`config.mk`:
```
export PLATFORM = sky130hd
export DESIGN_NAME = sedh_diffuse
export DESIGN_NICKNAME = d
export VERILOG_FILES = /design/src/hw/rtl/sedh_pkg.sv /design/src/hw/rtl/sedh_diffuse.sv
export SDC_FILE = /design/constraint.sdc
export NUM_CORES = 1
export LEC_CHECK = 0
export BUFFER_PORTS_ARGS = -buffer_cell sky130_fd_sc_hd__buf_4
export CAP_MARGIN = 15
export CORE_MARGIN = 2
export CORE_UTILIZATION = 62
export CTS_CLUSTER_DIAMETER = 30
export DETAILED_ROUTE_END_ITERATION = 16
export GPL_TIMING_DRIVEN = 0
export HOLD_SLACK_MARGIN = 0.12
export PLACE_DENSITY_LB_ADDON = 0.1
export REMOVE_ABC_BUFFERS = 1
export SYNTH_ARGS = -nofsm -noshare
export SYNTH_HDL_FRONTEND = slang
export SYNTH_SLANG_ARGS = --single-unit
```
`constraint.sdc`:
```
create_clock -name clk -period 19.4 [get_ports clk]
set_input_delay 2.91 -clock clk [delete_from_list [all_inputs] [get_ports clk]]
set_output_delay 2.91 -clock clk [all_outputs]
set_load 0.01 [all_outputs]
```
`src/hw/rtl/sedh_pkg.sv`:
```
// ============================================================================
// sedh_pkg
// Shared constants, types and helpers for the serpentine error-diffusion
// halftoner.
// ============================================================================
package sedh_pkg;

    localparam int MAX_WIDTH  = 1024;
    localparam int MAX_HEIGHT = 4096;
    localparam int FRAC_BITS  = 4;

    localparam int COL_W = $clog2(MAX_WIDTH);
    localparam int ROW_W = $clog2(MAX_HEIGHT);

    localparam int PIX_W     = 8;
    localparam int ERR_W     = 16;
    localparam int WCFG_W    = 11;
    localparam int HCFG_W    = 13;
    localparam int THR_W     = 8;
    localparam int CFG_IDX_W = 2;
    localparam int CFG_DAT_W = 13;

    // Configuration register indexes
    localparam logic [CFG_IDX_W-1:0] REG_IMAGE_WIDTH  = 2'd0;
    localparam logic [CFG_IDX_W-1:0] REG_IMAGE_HEIGHT = 2'd1;
    localparam logic [CFG_IDX_W-1:0] REG_THRESHOLD    = 2'd2;

    localparam logic [WCFG_W-1:0] WIDTH_RESET  = 11'd600;
    localparam logic [HCFG_W-1:0] HEIGHT_RESET = 13'd400;
    localparam logic [THR_W-1:0]  THR_RESET    = 8'd128;

    localparam logic [WCFG_W-1:0] WIDTH_MIN  = WCFG_W'(2);
    localparam logic [WCFG_W-1:0] WIDTH_MAX  = WCFG_W'(MAX_WIDTH);
    localparam logic [HCFG_W-1:0] HEIGHT_MIN = HCFG_W'(1);
    localparam logic [HCFG_W-1:0] HEIGHT_MAX = HCFG_W'(MAX_HEIGHT);

    localparam logic [PIX_W-1:0] WHITE_PIXEL = 8'd255;
    localparam logic [PIX_W-1:0] BLACK_PIXEL = 8'd0;

    localparam int SUM_W = ERR_W + 2;

    // Position information for one pixel, produced by the scan sequencer.
    typedef struct packed {
        logic [COL_W-1:0] pos;
        logic [COL_W-1:0] behind;
        logic             has_behind;
        logic             last_col;
        logic             last_row;
        logic             first_row;
    } scan_t;

    // Saturate a widened sum to the signed error range.
    function automatic logic signed [ERR_W-1:0] sat_err(input logic signed [SUM_W-1:0] v);
        logic signed [SUM_W-1:0] hi;
        logic signed [SUM_W-1:0] lo;
        hi = SUM_W'((1 << (ERR_W - 1)) - 1);
        lo = -SUM_W'(1 << (ERR_W - 1));
        if (v > hi) begin
            sat_err = hi[ERR_W-1:0];
        end
        else if (v < lo) begin
            sat_err = lo[ERR_W-1:0];
        end
        else begin
            sat_err = v[ERR_W-1:0];
        end
    endfunction

    function automatic logic signed [SUM_W-1:0] sx_err(input logic signed [ERR_W-1:0] v);
        sx_err = {{(SUM_W - ERR_W){v[ERR_W-1]}}, v};
    endfunction

endpackage

```
`src/hw/rtl/sedh_diffuse.sv`:
```
// ============================================================================
// sedh_diffuse
// Quantiser and error spreader: adds the diffused error to the pixel, picks
// black or white and splits the error into the 7/16, 5/16, 3/16 and 1/16
// shares, keeping the in-row accumulators.
// ============================================================================
module sedh_diffuse
    import sedh_pkg::*;
(
    input  logic                    clk,
    input  logic                    rst_n,
    input  logic [PIX_W-1:0]        pixel,
    input  logic signed [ERR_W-1:0] below,
    input  logic [THR_W-1:0]        threshold,
    input  logic                    last_col,
    input  logic                    update,
    output logic                    white,
    output logic signed [ERR_W-1:0] behind_err,
    output logic signed [ERR_W-1:0] below_err
);

    localparam int PROD_W = ERR_W + 3;

    logic signed [ERR_W-1:0] ahead_reg, ahead_next;
    logic signed [ERR_W-1:0] pend_behind_reg, pend_behind_next;
    logic signed [ERR_W-1:0] pend_below_reg, pend_below_next;

    logic signed [SUM_W-1:0]  sum_wide;
    logic signed [ERR_W-1:0]  sum, thr_fx, level, err;
    logic signed [PROD_W-1:0] e_x, p7, p5, p3, q7, q5, q3;
    logic signed [ERR_W-1:0]  s7, s5, s3, s1;

    always_comb
    begin
        sum_wide = $signed({{(SUM_W - PIX_W - FRAC_BITS){1'b0}}, pixel, {FRAC_BITS{1'b0}}})
                 + sx_err(ahead_reg) + sx_err(below);
        sum    = sat_err(sum_wide);
        thr_fx = $signed({{(ERR_W - THR_W - FRAC_BITS){1'b0}}, threshold, {FRAC_BITS{1'b0}}});
        white  = (sum >= thr_fx);
        level  = white
               ? $signed({{(ERR_W - PIX_W - FRAC_BITS){1'b0}}, WHITE_PIXEL, {FRAC_BITS{1'b0}}})
               : '0;
        // A white decision only follows a non-negative sum, so this cannot wrap.
        err = sum - level;

        e_x = {{(PROD_W - ERR_W){err[ERR_W-1]}}, err};
        p7  = (e_x <<< 3) - e_x;
        p5  = (e_x <<< 2) + e_x;
        p3  = (e_x <<< 1) + e_x;
        q7  = p7 >>> FRAC_BITS;
        q5  = p5 >>> FRAC_BITS;
        q3  = p3 >>> FRAC_BITS;
        s7  = q7[ERR_W-1:0];
        s5  = q5[ERR_W-1:0];
        s3  = q3[ERR_W-1:0];
        s1  = err >>> FRAC_BITS;

        behind_err = sat_err(sx_err(pend_behind_reg) + sx_err(s3));
        below_err  = sat_err(sx_err(pend_below_reg) + sx_err(s5));

        ahead_next       = ahead_reg;
        pend_behind_next = pend_behind_reg;
        pend_below_next  = pend_below_reg;
        if (update)
        begin
            if (last_col)
            begin
                ahead_next       = '0;
                pend_behind_next = '0;
                pend_below_next  = '0;
            end
            else
            begin
                ahead_next       = s7;
                pend_behind_next = below_err;
                pend_below_next  = s1;
            end
        end
    end

    always_ff @(posedge clk or negedge rst_n)
    begin
        if (!rst_n)
        begin
            ahead_reg       <= '0;
            pend_behind_reg <= '0;
            pend_below_reg  <= '0;
        end
        else
        begin
            ahead_reg       <= ahead_next;
            pend_behind_reg <= pend_behind_next;
            pend_below_reg  <= pend_below_next;
        end
    end

endmodule

```
== Word-level counts from Yosys, hierarchy flattened ==
Cells that the tools add are included.

* Word-level logic and storage cells: 28
* Memory bits (writable): 0
* Memories kept: 0
* Latch bits: 0
* ROM bits: 0
* Output and inout port bits: 33
* Register bits: 48

* Multiply operators: 0
* Divide/modulo/power cells: 0
* Bitwise logic cells: 0
* Equal/unequal tests: 0
* Reduce and logical (&&, ||, !) cells: 0
* Magnitude comparators: 7
* Muxes and demuxes: 10
* Shift operators: 0
* $add $sub $neg: 8

{| class="wikitable"
|+ Operators by type and width
! kind !! count
|-
| $mux 16 || 9
|-
| $add 17x16->18 || 2
|-
| $gt 17x16->1 const B || 2
|-
| $lt 17x16->1 const B || 2
|-
| $add 18x16->19 || 1
|-
| $sub 19x16->19 || 1
|-
| $gt 18x16->1 const B || 1
|-
| $lt 18x16->1 const B || 1
|-
| $add 13x16->17 || 1
|-
| $add 16x14->17 || 1
|-
| $add 16x15->17 || 1
|-
| $ge 16x13->1 || 1
|-
| $sub 16x13->16 || 1
|-
| $mux 12 || 1
|}

== Longest topological paths before layout ==
* Word-level depth: 14
* Gate-level depth with buffers: 49

== Worst setup path before layout ==
Ideal clock, no wire load.

* Path kind: input port to output port
* Start: input port pixel[0]
* End: output port behind_err[5]
* Arrival time: 12,710 ps
* Required time: 16,490 ps
* Path buffers: 2
* Stages on the path: 43
* Setup slack: 3,780 ps
* Cell sequence: inv_1 -> fa_1 -> inv_1 -> ha_1 -> and3_2 -> a221oi_2 -> o211ai_2 -> a2111o_1 -> nand3_4 -> a21oi_2 -> clkbuf_1 -> o21ai_0 -> ha_1 -> nor2b_1 -> o21ai_0 -> nand2b_1 -> a21oi_1 -> nand2_1 -> [... 7 more ...] -> a21oi_1 -> xor2_1 -> inv_1 -> ha_1 -> o21a_1 -> and3_1 -> o211ai_1 -> o2111ai_1 -> a31oi_1 -> o21bai_1 -> xor2_1 -> ha_1 -> o41ai_1 -> o21ai_0 -> o31a_1 -> nor2_1 -> clkbuf_1 -> o21ai_0

* Cells in the longest elaborated chain, start to end: 13

{| class="wikitable"
|+ RTL lines
! element !! RTL line !! text
|-
| start: declaration || sedh_diffuse.sv:12 || <nowiki>input logic [PIX_W-1:0] pixel,</nowiki>
|-
| $add 13x16->17 * || sedh_diffuse.sv:36 || <nowiki>+ sx_err(ahead_reg) + sx_err(below);</nowiki>
|-
| $add 17x16->18 * || sedh_diffuse.sv:36 ||
|-
| $lt 18x16->1 || sedh_pkg.sv:61 || <nowiki>else if (v < lo) begin</nowiki>
|-
| $mux 16 || sedh_pkg.sv:61 ||
|-
| $mux 16 * || sedh_pkg.sv:58 || <nowiki>if (v > hi) begin</nowiki>
|-
| $ge 16x13->1 || sedh_diffuse.sv:39 || <nowiki>white = (sum >= thr_fx);</nowiki>
|-
| $mux 12 || sedh_diffuse.sv:41 || <nowiki>? $signed({{(ERR_W - PIX_W - FRAC_BITS){1'b0}}, WHITE_PIXEL, {FRAC_BITS{1'b0}}})</nowiki>
|-
| $sub 16x13->16 * || sedh_diffuse.sv:44 || <nowiki>err = sum - level;</nowiki>
|-
| $add 17x16->18 * || sedh_diffuse.sv:49 || <nowiki>p3 = (e_x <<< 1) + e_x;</nowiki>
|-
| $add 16x14->17 * || sedh_diffuse.sv:58 || <nowiki>behind_err = sat_err(sx_err(pend_behind_reg) + sx_err(s3));</nowiki>
|-
| $lt 17x16->1 || sedh_pkg.sv:61 ||
|-
| $mux 16 || sedh_pkg.sv:61 ||
|-
| $mux 16 * || sedh_pkg.sv:58 ||
|-
| end: declaration || sedh_diffuse.sv:18 || <nowiki>output logic signed [ERR_W-1:0] behind_err,</nowiki>
|}

Every way passes the cells marked *; elsewhere a longest branch is shown, timed or not.

== Final worst setup path ==
* Start: input port pixel[1]
* End: output port behind_err[2]

Same word-level chain as after synthesis.

==> flow_summary.rst <==
.. list-table::
   :header-rows: 1

   * - Metric
     - Value
   * - Outcome
     - completed
   * - Die boundary height
     - 109 microns
   * - Drc violations
     - 0
   * - Number of I/O pins
     - 69
   * - Number of gates given a new drive strength after cts
     - 0
   * - Sort of element at the end of the critical path
     - primary output
   * - Part of the cycle the worst path needs
     - between 90% and 100%
   * - MaxCap Viol Count
     - 0
   * - Xor-xnor portion of the synthesized cell area
     - 9.23%
   * - Most common library cell in the layout ignoring fill and taps
     - sky130_fd_sc_hd__ha_1
   * - Mux contribution to synthesized area
     - under 10%
   * - Crit path max-delay cell type
     - sky130_fd_sc_hd__nor2_1
   * - Data arrival, critical path
     - between 10 and 15 ns
   * - Clock transition at path regs
     - approximately 0.090 ns
   * - Main flop type after synthesis
     - sky130_fd_sc_hd__dfrtp_1
   * - Global Route met1 Usage
     - 43.5%
   * - Max FO, Critical Path
     - 15
   * - Initial antenna violation count
     - 0
   * - Number of CTS-inserted buffers
     - 5
   * - Largest register FFs
     - 16
   * - Area growth syn-to-layout
     - 11.0%
   * - Cell area after synthesis
     - between 6000 and 7000 sq um
   * - Total negative setup slack
     - 0 ns
   * - Largest clock skew in the final design
     - between 0.01 and 0.015 ns
   * - Final weighted congestion of routability-driven global placement
     - 0.877
   * - Clock insertion delay at the later pin of the skew report
     - 0.32 ns
   * - Largest net degree at the start of global routing
     - 44
   * - Nets@finish
     - 1056
   * - Buffers inserted by post-CTS timing repair
     - 0
   * - Syn Area/Cell
     - about 8.2 sq um
   * - Worst endpoint required time
     - ~16 ns
   * - DR vias/cell
     - approximately 6.4
   * - Compound-gate portion of the synthesized area
     - 30.3%
   * - Top Usage Layer GRT
     - met2
   * - Commonest cells after routing, fill and taps aside
     - sky130_fd_sc_hd__ha_1 (112), sky130_fd_sc_hd__a21oi_1 (70), sky130_fd_sc_hd__buf_4 (68)
   * - Startpoint type of the worst setup path
     - input pin
   * - Warnings from Yosys
     - 0
   * - Global-route wire length before repair
     - between 30000 and 40000 microns
   * - Setup repair after global routing missed its margin
     - false
   * - Number of pins exceeding their max-slew limit in the final report
     - 0
   * - Count of clock tree sinks
     - between 40 and 50
   * - Area fraction in and, or, nand and nor cells after synthesis
     - approximately 15%
   * - Slowest Stage Delay on Critical Path
     - between 0.7 and 0.8 ns
   * - Sequential fraction of the synthesis area
     - between 15 and 20%
   * - Adder-Cell Fraction of Synth Area
     - about 24%
   * - Clock period minus final worst setup slack
     - about 18 ns
   * - Sum of routed wire length over all layers
     - ~18000 microns
   * - Netlist cell types
     - 72
   * - Main combinational cell family by area after synthesis
     - compound AO/OA/AOI/OAI gates
   * - Ant diodes
     - 0
   * - Number of flops mapped to enable cells by yosys
     - 0
   * - Hold_buf cts
     - 0
   * - Clock tree root buffer cell
     - sky130_fd_sc_hd__clkbuf_8
   * - Fraction of layout instances using a drive strength above 1
     - 11.5%
   * - Fraction of synthesis flops using an asynchronous set or reset pin
     - 100%
   * - Family of cells with the greatest summed delay on the critical path
     - compound AO/OA/AOI/OAI gates
   * - DIE AREA
     - between 10000 and 15000 sq um
   * - Count of vias placed by the detailed router
     - 6639
   * - DRC violation total after the first TritonRoute iteration
     - between 400 and 500
   * - Site Rows
     - 38
   * - Core box area
     - between 10000 and 15000 sq um
   * - Highest achievable clock rate
     - roughly 0.056 GHz
   * - Max-slew headroom at the worst pin
     - a little under two fifths
   * - Met3 track demand over resource in global routing
     - ~4.2%
   * - DIE WIDTH
     - between 100 and 150 microns
   * - Number of optimization iterations in the first detailed-route pass
     - 5
   * - Utilization after layout
     - a little over two thirds
   * - GRT Resource Usage Total
     - 31.6%
   * - Starting density of the core
     - 63.3%
   * - Sum of overflow across all layers after global routing
     - 0
   * - Vias in the first global route
     - about 6500
   * - Setup CP Type
     - in -> out
   * - Post-synthesis instance total
     - 838
   * - Detail Placement HPWL
     - 14600 microns
   * - Min-Delay Path Class
     - reg -> reg
   * - Port Buffer Count
     - a little under 70
   * - Transition time of the tightest slew-check pin
     - 0.938 ns
   * - Number of H-tree branching levels
     - 2
   * - Total of flip-flops plus latches after synthesis
     - 43
   * - Final hold violation count
     - 0
   * - Final antenna-violating net count
     - 0
   * - Critical path buffers and inverters
     - 4
   * - Met2 GRT Util
     - 52.0%
   * - Fill cell count
     - 884
   * - Average wire length per cell after detail routing
     - between 15 and 20 microns
   * - Maximum count of clock buffers along a single path
     - 2
   * - Number of setup violations in the final report
     - 0
   * - CTS tree
     - yes
[metal layers]
layer / wire [microns] / share of wire (%) / vias to the layer above
met5: 0 / 0 / -
li1: - / - / 3231
met2: 8480 / 46 / 196
met4: 274 / 1.5 / 0
met1: 8430 / 46 / 3191
met3: 1110 / 6.1 / 21
[logic make-up after synthesis]
kind of cell,after synthesis
AOI/OAI and AO/OA,301
xor gates and xnor gates,72
adders and majority gates,125
buffers and inverters,86
DFF,43
muxes,8
and+or+nand+nor,203
[synth_stat cells (13+ instances only)]
library cell	number	area (sq um)
sky130_fd_sc_hd__dfrtp_1	43	1080
sky130_fd_sc_hd__a21o_1	31	233
sky130_fd_sc_hd__nor2_1	47	176
sky130_fd_sc_hd__nand2b_1	16	100
sky130_fd_sc_hd__nand2_1	49	184
sky130_fd_sc_hd__nor2b_1	13	81.3
sky130_fd_sc_hd__o21ai_0	60	300
sky130_fd_sc_hd__clkbuf_1	18	67.6
sky130_fd_sc_hd__nor3_1	19	95.1
sky130_fd_sc_hd__a22o_1	19	166
sky130_fd_sc_hd__nand3_1	24	120
sky130_fd_sc_hd__inv_1	64	240
sky130_fd_sc_hd__ha_1	112	1400
sky130_fd_sc_hd__xor2_1	25	219
sky130_fd_sc_hd__xnor2_1	47	412
sky130_fd_sc_hd__a21oi_1	70	350
[layout make-up]
class / instances / area (sq um) / area share, %
inverters: 65 / 244 / 3.22
clock inverters: 1 / 5.00 / 0.0660
clock buffers: 6 / 82.6 / 1.09
multi-input cells: 709 / 5430 / 71.6
repair buffers: 72 / 568 / 7.49
well taps: 140 / 175 / 2.31
flip-flops and latches: 43 / 1080 / 14.2
[path summary, 6_finish.rpt]
| kind | start | to | slack (ns) | cells past startpoint |
|---|---|---|---|---|
| min in group asynchronous | rst_n | ahead_reg[1] | 2.59 | 1 |
| worst min-delay path | pend_below_reg[3] | pend_below_reg[3] | 0.50 | 1 |
| worst max-delay path | pixel[1] | behind_err[2] | 1.69 | 41 |
| worst max register to register | ahead_reg[5] | pend_behind_reg[12] | 7.81 | 41 |
| max in group asynchronous | rst_n | pend_below_reg[10] | 16.40 | 1 |
| worst min register to register | pend_below_reg[3] | pend_below_reg[3] | 0.50 | 1 |
[metrics by stage]
step                cell area, sq um  std cells  hold slack (ns)  setup slack [ns]
finish                          7580       1036            0.504              1.69
global route                    7580       1036            0.530             0.816
CTS                             7580       1035            0.503              1.86
detailed placement              7490       1028            0.480              1.93
global placement                7440       1025            0.481              1.99
floorplan                       6750        817            0.449              3.87
Power is left out: the tool's default activity adds up to more than one toggle a clock period on the data nets, which glitch-free logic cannot reach.
