--- src/hw/rtl/sedh_pkg.sv ---
// ============================================================================
// sedh_pkg
// Shared constants, types and helpers for the serpentine error-diffusion
// halftoner.
// ============================================================================
package sedh_pkg;

    localparam int MAX_WIDTH  = 1024;
    localparam int MAX_HEIGHT = 4096;
    localparam int FRAC_BITS  = 4;

    localparam int COL_W = $clog2(MAX_WIDTH);
    localparam int ROW_W = $clog2(MAX_HEIGHT);

    localparam int PIX_W     = 8;
    localparam int ERR_W     = 16;
    localparam int WCFG_W    = 11;
    localparam int HCFG_W    = 13;
    localparam int THR_W     = 8;
    localparam int CFG_IDX_W = 2;
    localparam int CFG_DAT_W = 13;

    // Configuration register indexes
    localparam logic [CFG_IDX_W-1:0] REG_IMAGE_WIDTH  = 2'd0;
    localparam logic [CFG_IDX_W-1:0] REG_IMAGE_HEIGHT = 2'd1;
    localparam logic [CFG_IDX_W-1:0] REG_THRESHOLD    = 2'd2;

    localparam logic [WCFG_W-1:0] WIDTH_RESET  = 11'd600;
    localparam logic [HCFG_W-1:0] HEIGHT_RESET = 13'd400;
    localparam logic [THR_W-1:0]  THR_RESET    = 8'd128;

    localparam logic [WCFG_W-1:0] WIDTH_MIN  = WCFG_W'(2);
    localparam logic [WCFG_W-1:0] WIDTH_MAX  = WCFG_W'(MAX_WIDTH);
    localparam logic [HCFG_W-1:0] HEIGHT_MIN = HCFG_W'(1);
    localparam logic [HCFG_W-1:0] HEIGHT_MAX = HCFG_W'(MAX_HEIGHT);

    localparam logic [PIX_W-1:0] WHITE_PIXEL = 8'd255;
    localparam logic [PIX_W-1:0] BLACK_PIXEL = 8'd0;

    localparam int SUM_W = ERR_W + 2;

    // Position information for one pixel, produced by the scan sequencer.
    typedef struct packed {
        logic [COL_W-1:0] pos;
        logic [COL_W-1:0] behind;
        logic             has_behind;
        logic             last_col;
        logic             last_row;
        logic             first_row;
    } scan_t;

    // Saturate a widened sum to the signed error range.
    function automatic logic signed [ERR_W-1:0] sat_err(input logic signed [SUM_W-1:0] v);
        logic signed [SUM_W-1:0] hi;
        logic signed [SUM_W-1:0] lo;
        hi = SUM_W'((1 << (ERR_W - 1)) - 1);
        lo = -SUM_W'(1 << (ERR_W - 1));
        if (v > hi) begin
            sat_err = hi[ERR_W-1:0];
        end
        else if (v < lo) begin
            sat_err = lo[ERR_W-1:0];
        end
        else begin
            sat_err = v[ERR_W-1:0];
        end
    endfunction

    function automatic logic signed [SUM_W-1:0] sx_err(input logic signed [ERR_W-1:0] v);
        sx_err = {{(SUM_W - ERR_W){v[ERR_W-1]}}, v};
    endfunction

endpackage

--- src/hw/rtl/sedh_scan_seq.sv ---
// ============================================================================
// sedh_scan_seq
// Serpentine scan sequencer: column, row and direction counters, and the
// line store position of the next pixel.
// ============================================================================
module sedh_scan_seq
    import sedh_pkg::*;
(
    input  logic              clk,
    input  logic              rst_n,
    input  logic [WCFG_W-1:0] image_width,
    input  logic [HCFG_W-1:0] image_height,
    input  logic              advance,
    output scan_t             scan
);

    logic [COL_W-1:0] col_reg, col_next;
    logic [ROW_W-1:0] row_reg, row_next;
    logic             rev_reg, rev_next;

    logic [WCFG_W-1:0] w_eff, w_dec;
    logic [HCFG_W-1:0] h_eff, h_dec;
    logic [COL_W-1:0]  wm1, c;
    logic [ROW_W-1:0]  hm1;

    always_comb
    begin
        priority if (image_width < WIDTH_MIN)
        begin
            w_eff = WIDTH_MIN;
        end
        else if (image_width > WIDTH_MAX)
        begin
            w_eff = WIDTH_MAX;
        end
        else
        begin
            w_eff = image_width;
        end

        priority if (image_height < HEIGHT_MIN)
        begin
            h_eff = HEIGHT_MIN;
        end
        else if (image_height > HEIGHT_MAX)
        begin
            h_eff = HEIGHT_MAX;
        end
        else
        begin
            h_eff = image_height;
        end

        w_dec = w_eff - 1'b1;
        h_dec = h_eff - 1'b1;
        wm1   = w_dec[COL_W-1:0];
        hm1   = h_dec[ROW_W-1:0];

        // A column count left beyond a narrowed row counts as the last one.
        c = (col_reg > wm1) ? wm1 : col_reg;

        scan.pos        = rev_reg ? (wm1 - c) : c;
        scan.behind     = rev_reg ? (scan.pos + 1'b1) : (scan.pos - 1'b1);
        scan.has_behind = (c != '0);
        scan.last_col   = (c == wm1);
        scan.last_row   = (row_reg >= hm1);
        scan.first_row  = (row_reg == '0);

        col_next = col_reg;
        row_next = row_reg;
        rev_next = rev_reg;
        if (advance)
        begin
            if (scan.last_col)
            begin
                col_next = '0;
                if (scan.last_row)
                begin
                    row_next = '0;
                    rev_next = 1'b0;
                end
                else
                begin
                    row_next = row_reg + 1'b1;
                    rev_next = ~rev_reg;
                end
            end
            else
            begin
                col_next = c + 1'b1;
            end
        end
    end

    always_ff @(posedge clk or negedge rst_n)
    begin
        if (!rst_n)
        begin
            col_reg <= '0;
            row_reg <= '0;
            rev_reg <= 1'b0;
        end
        else
        begin
            col_reg <= col_next;
            row_reg <= row_next;
            rev_reg <= rev_next;
        end
    end

endmodule

--- config.mk ---
export PLATFORM = sky130hd
export DESIGN_NAME = sedh_scan_seq
export DESIGN_NICKNAME = d
export VERILOG_FILES = /design/src/hw/rtl/sedh_pkg.sv /design/src/hw/rtl/sedh_scan_seq.sv
export SDC_FILE = /design/constraint.sdc
export NUM_CORES = 1
export LEC_CHECK = 0
export ABC_AREA = 1
export BUFFER_PORTS_ARGS = -buffer_cell sky130_fd_sc_hd__clkbuf_2
export CAP_MARGIN = 20
export CORE_UTILIZATION = 50
export CTS_BUF_LIST = sky130_fd_sc_hd__clkbuf_4 sky130_fd_sc_hd__clkbuf_8 sky130_fd_sc_hd__clkbuf_16
export DETAILED_ROUTE_END_ITERATION = 6
export GPL_TIMING_DRIVEN = 0
export PLACE_DENSITY = 0.82
export SLEW_MARGIN = 10
export SYNTH_ARGS = -nofsm -noshare
export SYNTH_HDL_FRONTEND = slang
export SYNTH_SLANG_ARGS = --single-unit
--- constraint.sdc ---
create_clock -name clk -period 6.6 [get_ports clk]
set_input_delay 1.32 -clock clk [delete_from_list [all_inputs] [get_ports clk]]
set_output_delay 1.32 -clock clk [all_outputs]
set_load 0.1 [all_outputs]
Word level (Yosys, flattened, before mapping) --
Cells that the tools add are included.
Storage, ports and cells: logic and storage cells 31, output and inout bits 24, register bits 23
Cells by class: magnitude comparators 6, eq/ne operators 1, reductions and logical operators 3, add/subtract/negate cells 7, muxes and demuxes 10, bitwise logic cells 1
Operator list (count):
- 10-bit 2-to-1 mux | 6
- 12-bit 2-to-1 mux | 3
- 10-bit by 1-bit adder with 10-bit output, second input constant | 2
- 10-bit by 1-bit subtractor with 10-bit output, second input constant | 2
- 13-bit > comparator, second input constant | 1
- 13-bit by 1-bit < comparator with 1-bit output, second input constant | 1
- 12-bit by 1-bit adder with 12-bit output, second input constant | 1
- 12-bit greater-or-equal comparator | 1
- 12-bit logical NOT | 1
- 12-bit by 1-bit subtractor with 12-bit output, second input constant | 1
- 11-bit > comparator, second input constant | 1
- 11-bit by 2-bit < comparator with 1-bit output, second input constant | 1
- 10-bit == test | 1
- 10-bit > comparator | 1
- 10-bit nonzero test | 1
- 10-bit subtractor | 1
- 2-bit AND reduction | 1
- 1-bit 2-to-1 mux | 1
- 1-bit NOT | 1

Logic depth before layout (Yosys ltp) --
Gate-level depths: netlist (run 1).
word-level depth 10, mapped depth 41

Worst setup path after synthesis (run 1) --
OpenSTA, ideal clock, no wires.
kind input port to output port, start point input port image_width[2], end point output port scan[10] (netlist bit), stages on the path 33, setup slack -2.459 ns, arrival time 7.739 ns, data required time 5.280 ns, cells stage by stage nor2_1 nand2_1 nor2_1 nand2_1 nand2_2 nand2_2 nor2_4 nand3_1 nor2_1 inv_1 a21oi_1 ha_1 nand3_1 nor2_1 nor2_1 nand3_2 nand2_4 buf_6 nand2_1 o21ai_1 inv_1 ha_1 nand2_1 nand2_1 inv_1 ha_1 inv_1 nand2_1 nand4_1 nand3_1 nand3_1 nand3_1 xor2_1
RTL lines:
- start, declared | RTL line sedh_scan_seq.sv:11 | input logic [WCFG_W-1:0] image_width,
- end, declared | RTL line sedh_scan_seq.sv:14 | output scan_t scan

==> results of run 1 <==
-- repair_timing --
item                       4_1_cts  5_1_grt
pin swaps                       39       34
hold endpoints to repair         0        0
hold buffers                     0        0
resized for setup               78       91
setup buffers                   21       15
setup endpoints to repair       19       20
-- layer usage --
layer / wire length (µm) / up-vias / part of all wire
met3: 863 / 92 / 0.069
met2: 6400 / 254 / 0.51
met1: 4540 / 2041 / 0.36
li1: - / 2023 / -
met4: 692 / 0 / 0.055
met5: 0 / - / 0
-- cells in the mapped netlist, types with 2 or more instances --
| cell | n | share of area |
|---|---|---|
| a21oi_1 | 18 | 0.025 |
| a31oi_1 | 2 | 0.0035 |
| o21a_1 | 7 | 0.015 |
| buf_6 | 2 | 0.0064 |
| nor2_4 | 3 | 0.0096 |
| o21ai_2 | 3 | 0.0074 |
| buf_2 | 2 | 0.0028 |
| inv_2 | 5 | 0.0053 |
| ha_1 | 30 | 0.11 |
| nor4_1 | 5 | 0.0088 |
| nor3b_1 | 2 | 0.0042 |
| nand2_4 | 4 | 0.013 |
| o21bai_1 | 6 | 0.013 |
| or2_2 | 2 | 0.0035 |
| nor3_1 | 10 | 0.014 |
| nor2_2 | 4 | 0.0071 |
| nand2_2 | 8 | 0.014 |
| o32ai_1 | 3 | 0.0074 |
| nand3_1 | 61 | 0.086 |
| nand3_2 | 7 | 0.020 |
| xor2_1 | 20 | 0.050 |
| nand2_1 | 144 | 0.15 |
| o21ai_0 | 14 | 0.020 |
| o22ai_1 | 8 | 0.014 |
| o31ai_1 | 4 | 0.0085 |
| nand4_1 | 9 | 0.016 |
| clkbuf_1 | 4 | 0.0042 |
| inv_1 | 84 | 0.089 |
| xnor2_1 | 8 | 0.020 |
| dfrtp_1 | 23 | 0.16 |
| o21ai_1 | 4 | 0.0057 |
| nor2_1 | 39 | 0.041 |
| o41ai_1 | 2 | 0.0050 |
-- cells by family after synthesis --
| logic type | Yosys count |
|---|---|
| simple gates | 303 |
| buf+inv | 99 |
| xor+xnor | 29 |
| compound gates | 74 |
| fa+ha+maj | 31 |
| flops | 23 |
-- through the flow --
stage / setup slack, ns / cells / util
floorplan: -0.803 / 559 / -
global placement: -1.40 / 705 / 0.621
detailed placement: -1.46 / 705 / 0.621
CTS: -0.545 / 730 / 0.711
global route: -1.11 / 745 / 0.763
finish: -0.845 / 745 / 0.763
-- area by class of cell --
class	instances	area [µm²]	area share
Sequential cell	23	576	0.111
Timing Repair Buffer	86	915	0.177
Tap cell	96	120	0.0232
Clock buffer	3	41.3	0.00797
Inverter	91	360	0.0695
Clock inverter	1	7.51	0.00145
Buffer	8	56.3	0.0109
Multi-Input combinational cell	437	3110	0.599
-- worst register-to-register path, delay by kind of cell, from the launching register on --
family / cells / cell delay [ns]
and+or+nand+nor: 9 / 1.21
AOI/OAI and AO/OA: 2 / 0.80
buffers and inverters: 6 / 0.59
DFF: 1 / 0.42
adders and majority gates: 1 / 0.32
xor gates and xnor gates: 1 / 0.21
-- path summary, 6_finish.rpt --
| path | from | end | slack, ns | cells after the start |
|---|---|---|---|---|
| setup / recovery | image_width[10] | scan[12] | -0.85 | 32 |
| hold / removal | row_reg[11] | row_reg[11] | 0.59 | 2 |
| setup reg to reg | col_reg[9] | col_reg[6] | 2.90 | 19 |
| hold reg to reg | row_reg[11] | row_reg[11] | 0.59 | 2 |
| max in group asynchronous | rst_n | row_reg[3] | 5.16 | 1 |
| min in group asynchronous | rst_n | col_reg[1] | 1.03 | 1 |
==> metrics.md, run 1 <==
| Metric | Value |
|---|---|
| Post-synthesis instance area | `~0.0035 mm²` |
| Status | `finished, violations left` |
| Cell Rows | `30` |
| Commonest non-fill, non-tap cell in the layout | `nand2_1` |
| Post-Synthesis Cells | `approximately 560` |
| Hold Slack | `between 0.5 and 0.6 ns` |
| First-pass GRT wire length | `between 15 and 20 mm` |
| Critical Path RT | `roughly 5.3 ns` |
| Synth Area in Compound Gates | `0.134` |
| Period utilization | `1.13` |
| Commonest cells after routing, fill and taps aside | `117 x nand2_1, 74 x inv_1, 45 x nand3_1` |
| Worst path max stage delay | `a little under 0.7 ns` |
| Final ANT Viol Nets | `0` |
| Critical path arrival | `around 6.1 ns` |
| Finished Cell Area | `0.00518 mm²` |
| Clock sink count | `23` |
| Finish-stage setup viols | `14` |
| Die Wd | `86.1 µm` |
| Max-cap viol count | `0` |
| # port buffers | `50` |
| Total Wirelength | `12.5 mm` |
| Dpl cell area | `between 0.004 and 0.005 mm²` |
| Slowest-stage cell, CP | `a21oi_1` |
| Dominant synthesized flop cell | `dfrtp_1` |
| Die outline height | `between 80 and 90 µm` |
| H-tree depth | `1` |
| Setup TNS Final | `-5.76 ns` |
| Layout net count | `between 700 and 800` |
| Global route overflow | `0` |
| Largest register FFs | `12` |
| ANT cells | `0` |
| Final worst clock skew | `~0.0076 ns` |
| RSZ-0062 raised after global routing | `true` |
| Peak Freq | `roughly 130 MHz` |
| Top cell by count, worst path | `nand3_2` |
| Measured slew at the worst slew-check pin | `around 0.89 ns` |
| DIE AREA | `0.00741 mm²` |
| Worst-path clk slew | `about 0.10 ns` |
| Vias in the first global route | `about 4.1k` |
| Synthesis-stage register bit count | `23` |
| DR vias | `around 4.4k` |
| Violated checks | `design-rule violations, negative setup slack` |
| GRT Util Overall | `0.300` |
| Met1 GRT Util | `0.330` |
| Clk root buf | `clkbuf_8` |
| Final Worst Setup Slack | `-0.845 ns` |
| Largest net degree at the start of global routing | `24` |
| Sequential area share after synthesis | `0.163` |
| IO Count | `51` |
| CP delay by family, top | `simple AND/OR/NAND/NOR gates` |
| Final GP Congestion | `0.987` |
| CTS buffer count | `3` |
| DR DRC count | `1` |
| Worst-Skew Late Latency | `~0.28 ns` |
| Met3 usage | `0.0375` |
| CTS tree | `built` |
| Crit end category | `output port` |
| XOR/XNOR share of the synthesized area | `0.0740` |
| Detailed Routing Iterations Pass 1 | `7` |
| Share of cells above drive strength 1 | `0.337` |
| Vias per inst | `5.92` |
| Worst Path Buf+Inv | `9` |
| Core area | `~0.0068 mm²` |
| GR Layer Usage met2 | `0.576` |
| Worst Hold Class | `flop to flop` |
| DR WL/cell | `~17 µm` |
| Fillers | `445` |
| Max Slew Vio Count | `0` |
| Crit path max fanout | `5` |
| Initial Util | `0.520` |
| Mux cell area share after synthesis | `0` |
| Slew HR | `0.404` |
| GRT Max-Usage Layer | `met2` |
| Starting DRT DRC Count | `around 530` |
| DPL Wire Length | `roughly 7.7 mm` |
| Post-synthesis cell type count | `45` |
| Mean Syn Cell Area | `6.33 µm²` |
| Largest family of logic cells by synthesized area | `simple AND/OR/NAND/NOR gates` |
| Simple-Gate Fraction of Synth Area | `0.406` |
| Asr flop ratio synth | `1.00` |
| Setup crit start kind | `input port` |
| Fin. Hold Viols | `0` |
| Final Critical Period | `around 7.4 ns` |
| Post-synth EDFFs | `0` |
| CTS Buffer Depth | `2` |
| Initial antenna violation count | `0` |
| Area Growth Syn to Fin | `46.5%` |
| Post-synthesis adder-cell area fraction | `0.112` |
| Syn. warnings | `0` |
| Critical path type | `input port to output port` |
| Synth Net Count | `617` |
Power of run 1 is not shown: default switching activity piles up to over one toggle a cycle in this logic, so the estimate is an artifact.
==> inputs of run 2 (changes only) <==
--- a/config.mk
+++ b/config.mk
@@ -6,13 +6,12 @@
 export NUM_CORES = 1
 export LEC_CHECK = 0
 export ABC_AREA = 1
-export BUFFER_PORTS_ARGS = -buffer_cell sky130_fd_sc_hd__clkbuf_2
-export CAP_MARGIN = 20
 export CORE_UTILIZATION = 50
 export CTS_BUF_LIST = sky130_fd_sc_hd__clkbuf_4 sky130_fd_sc_hd__clkbuf_8 sky130_fd_sc_hd__clkbuf_16
 export DETAILED_ROUTE_END_ITERATION = 6
+export DONT_BUFFER_PORTS = 1
 export GPL_TIMING_DRIVEN = 0
-export PLACE_DENSITY = 0.82
+export PLACE_DENSITY = 0.76
 export SLEW_MARGIN = 10
 export SYNTH_ARGS = -nofsm -noshare
 export SYNTH_HDL_FRONTEND = slang
==> metrics.md, run 2 (synthesis gave the netlist of run 1 again) <==
| Metric | Value |
|---|---|
| Status | `finished, violations left` |
| Violated checks | `negative setup slack` |
| Largest register FFs | `12 (unchanged)` |
| Final GP Congestion | `0.940 (-4.8%)` |
| Clock sink count | `23 (unchanged)` |
| CTS buffer count | `3 (unchanged)` |
| Fin. Hold Viols | `0 (unchanged)` |
| Final Worst Setup Slack | `-0.780 ns (+0.0648 ns)` |
| Worst r2r src | `col_reg[1]` |
| Top cell by count, worst path | `nand2_4` |
| Peak Freq | `135 MHz (+0.88%)` |
| Die Wd | `86.1 µm (unchanged)` |
| Setup crit start kind | `input port` |
| Post-CTS Hold Fix Bufs | `0 (unchanged)` |
| Min-delay src | `col_reg[9]` |
| CTS Buffer Depth | `2 (unchanged)` |
| Final worst clock skew | `0.00649 ns (-0.00111 ns)` |
| Detailed Routing Iterations Pass 1 | `5 (-2)` |
| # port buffers | `0 (-100%)` |
| DPL Wire Length | `7.60 mm (-1.4%)` |
| Reg-to-reg slack, setup | `2.52 ns (-0.38 ns)` |
| DP Cell Count | `656 (-7.0%)` |
| Final Critical Period | `7.38 ns (-0.0648 ns)` |
| Commonest non-fill, non-tap cell in the layout | `nand2_1` |
| Worst path max stage delay | `0.60 ns (-0.09 ns)` |
| Vias in the first global route | `3809 (-6.9%)` |
| Initial antenna violation count | `0 (unchanged)` |
| Cell Rows | `30 (unchanged)` |
| Worst Hold Class | `flop to flop` |
| DR DRC count | `0 (-1)` |
| CTS tree | `built` |
| Hold endpoint | `col_reg[9]` |
| Worst-Skew Late Latency | `0.28 ns (about the same)` |
| Met3 usage | `0.0395 (+0.00192)` |
| Final ANT Viol Nets | `0 (unchanged)` |
| Hold depth | `2 (unchanged)` |
| Max-cap viol count | `0 (unchanged)` |
| Met1 GRT Util | `0.309 (-0.0209)` |
| Area of the multi-input gates | `0.00319 mm² (+2.9%)` |
| GRT Max-Usage Layer | `met2` |
| Total Wirelength | `10.2 mm (-19%)` |
| DR vias | `3845 (-13%)` |
| Starting DRT DRC Count | `220 (-59%)` |
| Worst-path clk slew | `0.09 ns (about the same)` |
| Critical Path RT | `5.28 ns (about the same)` |
| ANT cells | `0 (unchanged)` |
| Max Slew Vio Count | `0 (unchanged)` |
| Critical path type | `input port to output port` |
| Core area | `0.00679 mm² (unchanged)` |
| Clk root buf | `clkbuf_8` |
| Layout net count | `660 (-6.8%)` |
| Largest net degree at the start of global routing | `24 (unchanged)` |
| DR WL/cell | `14.6 µm (-13%)` |
| R2R depth | `25 (+6)` |
| Setup TNS Final | `-5.77 ns (-0.00611 ns)` |
| Critical path arrival | `6.06 ns (-0.07 ns)` |
| GRT Util Overall | `0.275 (-0.0243)` |
| Initial Util | `0.520 (unchanged)` |
| GR Layer Usage met2 | `0.527 (-0.0483)` |
| Register Area | `576 µm² (unchanged)` |
| First-pass GRT wire length | `16.6 mm (-7.6%)` |
| Dpl cell area | `0.00399 mm² (-5.4%)` |
| Crit path max fanout | `4 (-1)` |
| Slowest-stage cell, CP | `xor2_4` |
| Slew HR | `0.219 (-0.185)` |
| Fillers | `551 (+24%)` |
| Global route overflow | `0 (unchanged)` |
| Hold Slack | `0.586 ns (-0.00287 ns)` |
| Die outline height | `86.1 µm (unchanged)` |
| DIE AREA | `0.00741 mm² (unchanged)` |
| Measured slew at the worst slew-check pin | `1.17 ns (+0.276 ns)` |
| Fin cells | `697 (-6.4%)` |
| Period utilization | `1.12 (-0.00982)` |
| Finished Cell Area | `0.00468 mm² (-9.7%)` |
| Finish-stage setup viols | `12 (-2)` |
| Vias per inst | `5.52 (-6.8%)` |
| Commonest cells after routing, fill and taps aside | `116 x nand2_1, 72 x inv_1, 42 x nand3_1` |
| H-tree depth | `1 (unchanged)` |
| Area Growth Syn to Fin | `32.3%` |
| Crit end category | `output port` |
| FF-to-FF End | `row_reg[7]` |
| Share of cells above drive strength 1 | `0.301 (-0.0363)` |
| IO Count | `51 (unchanged)` |
| RSZ-0062 raised after global routing | `true` |
[run 2: worst max-delay path by stage]
| stage | startpoint | to | cells past startpoint |
|---|---|---|---|
| after detailed placement | image_width[2] | scan[10] | 33 |
| after global placement | image_width[8] | scan[10] | 33 |
| final | image_width[10] | scan[10] | 31 |
| after global routing | image_width[2] | scan[10] | 31 |
| after floorplan | image_width[8] | scan[10] | 31 |
| after CTS | image_width[2] | scan[10] | 31 |
[run 2: layer usage]
metal  part of all wire  vias up
li1                   -     1919
met1               0.41     1818
met2               0.54       84
met3              0.033       24
met4              0.024        0
met5                  0        -
[run 2: stage by stage]
step	setup WS, ns	utilization
floorplan	-0.803	-
global placement	-1.25	0.584
detailed placement	-1.36	0.587
CTS	-0.750	0.641
global route	-1.03	0.689
finish	-0.780	0.689
[run 2: layout make-up]
cell class,instances,area share
Multi-Input combinational cell,437,0.683
Sequential cell,23,0.123
Inverter,91,0.0784
Timing Repair Buffer,38,0.0677
Tap cell,96,0.0257
Buffer,8,0.0120
Clock buffer,3,0.00883
Clock inverter,1,0.00160
[run 2: critical path: cells and delay by family]
kind	cells	cell delay (ns)
AND/OR/NAND/NOR	16	1.59
XOR/XNOR	2	0.77
buffers and inverters	6	0.82
AO/OA/AOI/OAI	3	0.45
adder cells (fa/ha/maj)	4	1.07
[run 2: timing repair]
item	CTS	global route
setup buffers	20	17
pin swaps	24	30
endpoints found under the setup margin	20	20
gates resized for setup	33	50
Power of run 2 is left out for the same reason.
